## src/c8exu_pkg.sv

```systemverilog
package c8exu_pkg;

   // Instruction groups, selected by the top nibble of the opcode
   localparam logic [3:0] GRP_JUMP        = 4'h1;
   localparam logic [3:0] GRP_SKIP_EQ_IMM = 4'h3;
   localparam logic [3:0] GRP_SKIP_NE_IMM = 4'h4;
   localparam logic [3:0] GRP_SKIP_EQ_REG = 4'h5;
   localparam logic [3:0] GRP_LOAD_IMM    = 4'h6;
   localparam logic [3:0] GRP_ADD_IMM     = 4'h7;
   localparam logic [3:0] GRP_ALU         = 4'h8;
   localparam logic [3:0] GRP_SKIP_NE_REG = 4'h9;
   localparam logic [3:0] GRP_LOAD_INDEX  = 4'hA;
   localparam logic [3:0] GRP_JUMP_V0     = 4'hB;
   localparam logic [3:0] GRP_RANDOM      = 4'hC;
   localparam logic [3:0] GRP_MISC        = 4'hF;

   // ALU operations, selected by the low nibble
   localparam logic [3:0] ALU_MOVE = 4'h0;
   localparam logic [3:0] ALU_OR   = 4'h1;
   localparam logic [3:0] ALU_AND  = 4'h2;
   localparam logic [3:0] ALU_XOR  = 4'h3;
   localparam logic [3:0] ALU_ADD  = 4'h4;
   localparam logic [3:0] ALU_SUB  = 4'h5;
   localparam logic [3:0] ALU_SHR  = 4'h6;
   localparam logic [3:0] ALU_SUBN = 4'h7;
   localparam logic [3:0] ALU_SHL  = 4'hE;

   // Miscellaneous operations, selected by the low byte
   localparam logic [7:0] MISC_GET_DELAY  = 8'h07;
   localparam logic [7:0] MISC_SET_DELAY  = 8'h15;
   localparam logic [7:0] MISC_SET_SOUND  = 8'h18;
   localparam logic [7:0] MISC_ADD_INDEX  = 8'h1E;
   localparam logic [7:0] MISC_SPRITE_LOC = 8'h29;

   localparam logic [3:0] REG_NUM_NONE  = 4'h0;
   localparam logic [3:0] REG_NUM_FLAG  = 4'hF;
   localparam logic [3:0] SKIP_FORM_NUM = 4'h0;

   typedef struct packed {
      logic        skip_next;
      logic        jump_taken;
      logic [12:0] jump_target;
      logic        reg_write;
      logic [3:0]  reg_number;
      logic [7:0]  reg_value;
      logic        flag_value;
      logic [15:0] index_now;
      logic        delay_write;
      logic        sound_write;
      logic [7:0]  timer_value;
   } result_type;

endpackage

```

## src/chip8_register_alu_execute_unit.sv

```systemverilog
// Register and ALU execute unit: takes one 16-bit instruction per request and
// returns one result per request, holding sixteen 8-bit V registers and the 16-bit
// index register, all cleared by reset. A request is registered on entry,
// executed against the register file once the output register is empty or
// being drained, and its result lands in the output register at the same edge
// that updates the registers. One request per cycle is sustained while
// rsp_stall stays low. The next request always sees the registers as left by
// the one before it. ALU operands are the values before the instruction; a flag
// operation writes Vx first and VF last. Unsupported opcodes return all fields
// zero except index_now.
module chip8_register_alu_execute_unit (
   input  logic        clock,
   input  logic        reset,
   input  logic        req_valid,
   output logic        req_stall,
   input  logic [15:0] req_opcode,
   input  logic [7:0]  req_random_byte,
   input  logic [7:0]  req_delay_timer_now,
   output logic        rsp_valid,
   input  logic        rsp_stall,
   output logic        rsp_skip_next,
   output logic        rsp_jump_taken,
   output logic [12:0] rsp_jump_target,
   output logic        rsp_reg_write,
   output logic [3:0]  rsp_reg_number,
   output logic [7:0]  rsp_reg_value,
   output logic        rsp_flag_value,
   output logic [15:0] rsp_index_now,
   output logic        rsp_delay_write,
   output logic        rsp_sound_write,
   output logic [7:0]  rsp_timer_value
);

   logic                     op_valid_ff;
   logic [15:0]              op_ff;
   logic [7:0]               rnd_ff;
   logic [7:0]               dtm_ff;
   logic                     rsp_valid_ff;
   c8exu_pkg::result_type    rsp_ff;
   c8exu_pkg::result_type    res_in;
   logic [7:0]               v_ff [16];
   logic [15:0]              index_ff;
   logic [15:0]              index_in;

   logic                     advance;
   logic [3:0]               grp;
   logic [3:0]               x_num;
   logic [3:0]               y_num;
   logic [3:0]               n_num;
   logic [7:0]               kk;
   logic [11:0]              nnn;
   logic [7:0]               vx;
   logic [7:0]               vy;
   logic [8:0]               sum_xy;
   logic                     vwr;
   logic [7:0]               vval;
   logic                     fwr;
   logic                     fval;

   // Execute when the output register is empty or being drained
   assign advance   = op_valid_ff && (!rsp_valid_ff || !rsp_stall);
   assign req_stall = op_valid_ff && !advance;

   assign grp   = op_ff[15:12];
   assign x_num = op_ff[11:8];
   assign y_num = op_ff[7:4];
   assign n_num = op_ff[3:0];
   assign kk    = op_ff[7:0];
   assign nnn   = op_ff[11:0];
   assign vx    = v_ff[x_num];
   assign vy    = v_ff[y_num];
   assign sum_xy = {1'b0, vx} + {1'b0, vy};

   always_comb begin
      res_in   = '0;
      index_in = index_ff;
      vwr      = 1'b0;
      vval     = '0;
      fwr      = 1'b0;
      fval     = 1'b0;
      case (grp)
         c8exu_pkg::GRP_JUMP: begin
            res_in.jump_taken  = 1'b1;
            res_in.jump_target = {1'b0, nnn};
         end
         c8exu_pkg::GRP_SKIP_EQ_IMM: res_in.skip_next = (vx == kk);
         c8exu_pkg::GRP_SKIP_NE_IMM: res_in.skip_next = (vx != kk);
         c8exu_pkg::GRP_SKIP_EQ_REG:
            res_in.skip_next = (n_num == c8exu_pkg::SKIP_FORM_NUM) && (vx == vy);
         c8exu_pkg::GRP_SKIP_NE_REG:
            res_in.skip_next = (n_num == c8exu_pkg::SKIP_FORM_NUM) && (vx != vy);
         c8exu_pkg::GRP_LOAD_IMM: begin
            vwr  = 1'b1;
            vval = kk;
         end
         c8exu_pkg::GRP_ADD_IMM: begin
            vwr  = 1'b1;
            vval = vx + kk;
         end
         c8exu_pkg::GRP_ALU: begin
            case (n_num)
               c8exu_pkg::ALU_MOVE: begin
                  vwr  = 1'b1;
                  vval = vy;
               end
               c8exu_pkg::ALU_OR: begin
                  vwr  = 1'b1;
                  vval = vx | vy;
               end
               c8exu_pkg::ALU_AND: begin
                  vwr  = 1'b1;
                  vval = vx & vy;
               end
               c8exu_pkg::ALU_XOR: begin
                  vwr  = 1'b1;
                  vval = vx ^ vy;
               end
               c8exu_pkg::ALU_ADD: begin
                  vwr  = 1'b1;
                  vval = sum_xy[7:0];
                  fwr  = 1'b1;
                  fval = sum_xy[8];
               end
               c8exu_pkg::ALU_SUB: begin
                  vwr  = 1'b1;
                  vval = vx - vy;
                  fwr  = 1'b1;
                  fval = (vx >= vy);
               end
               c8exu_pkg::ALU_SHR: begin
                  vwr  = 1'b1;
                  vval = {1'b0, vx[7:1]};
                  fwr  = 1'b1;
                  fval = vx[0];
               end
               c8exu_pkg::ALU_SUBN: begin
                  vwr  = 1'b1;
                  vval = vy - vx;
                  fwr  = 1'b1;
                  fval = (vy >= vx);
               end
               c8exu_pkg::ALU_SHL: begin
                  vwr  = 1'b1;
                  vval = {vx[6:0], 1'b0};
                  fwr  = 1'b1;
                  fval = vx[7];
               end
               default: ;
            endcase
         end
         c8exu_pkg::GRP_LOAD_INDEX: index_in = {4'h0, nnn};
         c8exu_pkg::GRP_JUMP_V0: begin
            res_in.jump_taken  = 1'b1;
            res_in.jump_target = {1'b0, nnn} + {5'h00, v_ff[0]};
         end
         c8exu_pkg::GRP_RANDOM: begin
            vwr  = 1'b1;
            vval = rnd_ff & kk;
         end
         c8exu_pkg::GRP_MISC: begin
            case (kk)
               c8exu_pkg::MISC_GET_DELAY: begin
                  vwr  = 1'b1;
                  vval = dtm_ff;
               end
               c8exu_pkg::MISC_SET_DELAY: begin
                  res_in.delay_write = 1'b1;
                  res_in.timer_value = vx;
               end
               c8exu_pkg::MISC_SET_SOUND: begin
                  res_in.sound_write = 1'b1;
                  res_in.timer_value = vx;
               end
               c8exu_pkg::MISC_ADD_INDEX: index_in = index_ff + {8'h00, vx};
               // times five as shift plus add
               c8exu_pkg::MISC_SPRITE_LOC:
                  index_in = {6'h00, vx, 2'b00} + {8'h00, vx};
               default: ;
            endcase
         end
         default: ;
      endcase
      res_in.reg_write  = vwr;
      res_in.reg_number = vwr ? x_num : c8exu_pkg::REG_NUM_NONE;
      res_in.reg_value  = vval;
      res_in.flag_value = fval;
      res_in.index_now  = index_in;
   end

   always_ff @(posedge clock) begin
      if (reset) begin
         op_valid_ff  <= 1'b0;
         rsp_valid_ff <= 1'b0;
         index_ff     <= '0;
         for (int i = 0; i < 16; i++) begin
            v_ff[i] <= '0;
         end
      end else begin
         if (req_valid && !req_stall) begin
            op_valid_ff <= 1'b1;
         end else if (advance) begin
            op_valid_ff <= 1'b0;
         end
         if (advance) begin
            rsp_valid_ff <= 1'b1;
         end else if (!rsp_stall) begin
            rsp_valid_ff <= 1'b0;
         end
         if (advance) begin
            index_ff <= index_in;
            // flag goes last, so drop the result write when x is VF
            if (vwr && !(fwr && x_num == c8exu_pkg::REG_NUM_FLAG)) begin
               v_ff[x_num] <= vval;
            end
            if (fwr) begin
               v_ff[c8exu_pkg::REG_NUM_FLAG] <= {7'h00, fval};
            end
         end
      end
   end

   always_ff @(posedge clock) begin
      if (req_valid && !req_stall) begin
         op_ff  <= req_opcode;
         rnd_ff <= req_random_byte;
         dtm_ff <= req_delay_timer_now;
      end
      if (advance) begin
         rsp_ff <= res_in;
      end
   end

   assign rsp_valid       = rsp_valid_ff;
   assign rsp_skip_next   = rsp_ff.skip_next;
   assign rsp_jump_taken  = rsp_ff.jump_taken;
   assign rsp_jump_target = rsp_ff.jump_target;
   assign rsp_reg_write   = rsp_ff.reg_write;
   assign rsp_reg_number  = rsp_ff.reg_number;
   assign rsp_reg_value   = rsp_ff.reg_value;
   assign rsp_flag_value  = rsp_ff.flag_value;
   assign rsp_index_now   = rsp_ff.index_now;
   assign rsp_delay_write = rsp_ff.delay_write;
   assign rsp_sound_write = rsp_ff.sound_write;
   assign rsp_timer_value = rsp_ff.timer_value;

endmodule
```

## config.mk

```make
export PLATFORM = sky130hd
export DESIGN_NAME = chip8_register_alu_execute_unit
export DESIGN_NICKNAME = d
export VERILOG_FILES = /design/src/c8exu_pkg.sv /design/src/chip8_register_alu_execute_unit.sv
export SDC_FILE = /design/constraint.sdc
export NUM_CORES = 1
export LEC_CHECK = 0
export ABC_CLOCK_PERIOD_IN_PS = 6800
export BUFFER_PORTS_ARGS = -buffer_cell sky130_fd_sc_hd__clkbuf_2
export CAP_MARGIN = 5
export CORE_ASPECT_RATIO = 1.4
export CORE_UTILIZATION = 60
export DETAILED_ROUTE_END_ITERATION = 16
export GPL_ROUTABILITY_DRIVEN = 0
export MAX_ROUTING_LAYER = met4
export PLACE_DENSITY = 0.84
export SETUP_SLACK_MARGIN = 0.1
export SYNTH_ARGS = -nofsm -noshare
export SYNTH_HDL_FRONTEND = slang
export SYNTH_SLANG_ARGS = --single-unit
```

## constraint.sdc

```tcl
create_clock -name clock -period 6.8 [get_ports clock]
set_clock_uncertainty 0.2 [all_clocks]
set_input_delay 0.68 -clock clock [delete_from_list [all_inputs] [get_ports clock]]
set_output_delay 0.68 -clock clock [all_outputs]
set_load 0.03 [all_outputs]
```

==> results_dict.tcl <==
set metrics [dict create \
    run_status "complete, no violations" \
    timing.hold.worst_endpoint "dtm_ff[0]" \
    crit_slowest_cell "sky130_fd_sc_hd__a2111oi_4" \
    ys_seq_area_frac 0.4765 \
    first_global_vias 11560 \
    postSynth.asyncResetShare 0 \
    critPathKind "reg2reg" \
    post-synth-top-area-fraction 0.4410 \
    port-buffer-count 92 \
    timing.critical_path.max_delay_family "compound AO/OA/AOI/OAI gates" \
    timing_worst_slew_pin_value_ns 1.276 \
    cpPeakStageDelay_ns 0.96 \
    detailedRoute.firstPassIterationCount 6 \
    pin_count_of_the_biggest_net_entering_global_routing 75 \
    yosys-mux-area-fraction 0.1390 \
    clkLatencyLatePin_ns 0.53 \
    cts.sink_count 241 \
    synth-edff-count 215 \
    arrival_ns 6.33 \
    post_cts_resize_count 0 \
    depth_of_the_most_critical_reg_to_reg_path 12 \
    instance_count_of_the_mapped_netlist 1265 \
    die_height_um 186.8 \
    power.density_cell_area_nw_per_um2 251.5 \
    hold_viol 0 \
    clock-root-buffer "sky130_fd_sc_hd__clkbuf_16" \
    grt_pass1_wl_um 68250 \
    fp.coreArea_sq_um 23980 \
    post_cts_hold_buffer_count 0 \
    via_total_after_detailed_routing 12080 \
    post-cts-setup-buffer-count 0 \
    setup.worst_path.end_class "flip-flop" \
    gr-usage-met2 0.6126 \
    grt_overflow 0 \
    unique_cell_type_count_in_the_yosys_netlist 86 \
    start_util 0.6106 \
    detailedRoute.firstIterationViolations 1717 \
    worst_path_most_repeated_cell "sky130_fd_sc_hd__mux2i_1" \
    placedCellCount 1611 \
    synthAdderAreaFrac 0.06170 \
    timing.critical_path.cells "mux2i_1 > mux2i_1 > inv_1 > ha_1 > fa_1 > o21bai_1 > a21oi_1 > o31ai_1 > a2bb2oi_1 > mux2i_1 > a2111oi_4 > nor2_1" \
    stdcell_area_sq_um 16090 \
    min_delay_path_depth 1 \
    vias_per_cell 7.306 \
    synth_commonest_cells "sky130_fd_sc_hd__edfxtp_1 (215), sky130_fd_sc_hd__nand2_1 (118), sky130_fd_sc_hd__nor2_1 (115)" \
    globalRoute.busiestLayer "met2" \
    tritoncts "yes" \
    design.final.nets 1431 \
    synth_compound_area_frac 0.1409 \
    synth_nets 1369 \
    grt_util_all_layers 0.3809 \
    use_met3 0.08347 \
    final-max-slew-violation-count 0 \
    drive_above_1_share 0.1854 \
    dominant_combinational_cell_family_by_area_after_synthesis "compound AO/OA/AOI/OAI gates" \
    timing.critical_path.buf_inv 1 \
    cell_area_after_synthesis_sq_um 14640 \
    vdd.ir_drop.worst_v 0.0002373 \
    flow.area_growth_from_synthesis_pct 9.897 \
    io_pins 93 \
    placementRows 67 \
    finalCoreUtilization 0.6711 \
    synth-simple-area-share 0.1307 \
    achievable-frequency_mhz 158.5 \
    critical_path_peak_fanout 17 \
    critPathLaunchType "flip-flop" \
    dp_hpwl_um 32120 \
    routedWlPerCell_um 27.76 \
    synthesis.yosys.warnings 0 \
    drt_drc_violations_left 0 \
    max-slew-margin-rel 0.1429 \
    post-layout-total-power_mw 4.047 \
    clk_transition_reported_paths_ns 0.07 \
    post-synth-top-count-cell "sky130_fd_sc_hd__edfxtp_1" \
    mean_area_per_synthesized_cell_sq_um 11.57 \
    grt_setup_unrepaired "no" \
    dpl_ws_ns 0.9570 \
    clockBufferDepth 3 \
    layout.cells.non_filler 1653 \
    period_minus_slack_ns 6.308 \
    setup_violations 0 \
    reg2reg_slack_ns 0.49 \
    setup_total_negative_slack_ns 0 \
    chipWidth_um 134.0 \
    ant_diodes 0 \
    cts_buf_count 23 \
    fill_cells 1760 \
    worstReg2RegEnd "rsp_reg_value[6]" \
    ant_nets 0 \
    synth_xor_area_frac 0.01436 \
    synthDominantAreaCellType "sky130_fd_sc_hd__edfxtp_1" \
    grt_met1_use 0.4164 \
    fin_worst_hold_slack_ns 0.1264 \
    htree_levels 1 \
    min_from "req_delay_timer_now[0]" \
    layout_setup_ws_ns 0.4921 \
    wirelength_um 45890 \
    final.period_utilization 0.9276 \
    detailed_place.area_sq_um 15340 \
    dieArea_sq_um 25040 \
    cp.required_ns 6.82 \
    yosys_register_bits 241 \
    initial_antenna_violation_count 0 \
    leakage_nw 6.044 \
    cap_violations 0 \
    min_path_type "in2reg" \
    synth_ff_type "sky130_fd_sc_hd__edfxtp_1" \
    synth_top_cells_by_area "sky130_fd_sc_hd__edfxtp_1 (44%), sky130_fd_sc_hd__mux4_2 (9.8%), sky130_fd_sc_hd__ha_1 (5.2%)" \
]
## state kept, by name (all words and copies together), names as in the netlist, 4 cells and up, named ones only
| register | cells |
|---|---|
| rsp_reg_value | 8 |
| rsp_index_now | 16 |
| rsp_jump_target | 13 |
| rnd_ff | 8 |
| v_ff | 128 |
| index_ff | 16 |
| op_ff | 16 |
| rsp_timer_value | 8 |
| dtm_ff | 8 |
| rsp_reg_number | 4 |
## routing by layer
metal	share of wire	wire [um]
met1	0.31	14350
met2	0.48	22240
met3	0.11	5251
met4	0.088	4039
met5	0	0
## placed cells by master (no fill, tap or decap), types with 9 or more instances in the layout
cell type and n:
sky130_fd_sc_hd__a21o_1 15, sky130_fd_sc_hd__a21oi_1 96, sky130_fd_sc_hd__a22oi_1 12, sky130_fd_sc_hd__a31oi_1 18
sky130_fd_sc_hd__and3_1 9, sky130_fd_sc_hd__buf_4 23, sky130_fd_sc_hd__clkbuf_16 23, sky130_fd_sc_hd__clkbuf_2 92
sky130_fd_sc_hd__dfxtp_1 24, sky130_fd_sc_hd__edfxtp_1 215, sky130_fd_sc_hd__ha_1 61, sky130_fd_sc_hd__inv_1 41
sky130_fd_sc_hd__mux2i_1 24, sky130_fd_sc_hd__mux4_1 10, sky130_fd_sc_hd__mux4_2 64, sky130_fd_sc_hd__nand2_1 118
sky130_fd_sc_hd__nand2b_1 18, sky130_fd_sc_hd__nand3_1 21, sky130_fd_sc_hd__nor2_1 115, sky130_fd_sc_hd__nor2b_1 13
sky130_fd_sc_hd__nor3_1 52, sky130_fd_sc_hd__o211ai_1 11, sky130_fd_sc_hd__o21ai_0 44, sky130_fd_sc_hd__o21bai_1 11
sky130_fd_sc_hd__o22ai_1 9, sky130_fd_sc_hd__xnor2_1 16
## area by class of cell
class	instances	area (sq um)	area share
timing repair buffer	116	653.1	0.04059
tap	310	387.9	0.02411
clock buffer	28	594.3	0.03694
sequential	241	6979	0.4338
clock inverter	13	151.4	0.009410
inverter	45	168.9	0.01050
multi-input combinational	900	7154	0.4447
## where the power goes
part	internal, mW	switching (mW)	total (mW)
Clock	0.741	0.570	1.31
Sequential	1.68	0.0880	1.77
Combinational	0.369	0.602	0.970
Total	2.79	1.26	4.05
## worst reg2reg max path, cell delays in order, from the launching register on
cell                        delay, ns
sky130_fd_sc_hd__dfxtp_1         0.93
sky130_fd_sc_hd__mux2i_1         0.48
sky130_fd_sc_hd__mux2i_1         0.93
sky130_fd_sc_hd__inv_1           0.32
sky130_fd_sc_hd__ha_1            0.34
sky130_fd_sc_hd__fa_1            0.43
sky130_fd_sc_hd__o21bai_1        0.17
sky130_fd_sc_hd__a21oi_1         0.12
sky130_fd_sc_hd__o31ai_1         0.44
sky130_fd_sc_hd__a2bb2oi_1       0.22
sky130_fd_sc_hd__mux2i_1         0.30
sky130_fd_sc_hd__a2111oi_4       0.97
sky130_fd_sc_hd__nor2_1          0.17
## how the worst max path moves through the flow
stage          depth (start not counted)                to      start  slack (ns)
2_1_floorplan                         14        v_ff[0][5]  flip-flop        2.13
3_3_place_gp                          13  rsp_reg_value[6]  flip-flop        1.24
3_5_place_dp                          13  rsp_reg_value[6]  flip-flop        0.96
4_1_cts                               13        v_ff[1][6]  flip-flop        0.98
5_1_grt                               12        v_ff[1][6]  flip-flop        0.41
6_report                              12  rsp_reg_value[6]  flip-flop        0.49
## cell families (layout without fill, tap and decap cells)
logic type | after synthesis | count (layout)
AOI/OAI and AO/OA | 300 | 300
muxes | 106 | 106
DFF | 241 | 241
adders and majority gates | 68 | 68
xor gates and xnor gates | 24 | 24
and+or+nand+nor | 402 | 402
buffers and inverters | 124 | 202
No activity file was read; power rests on OpenSTA's default activity.
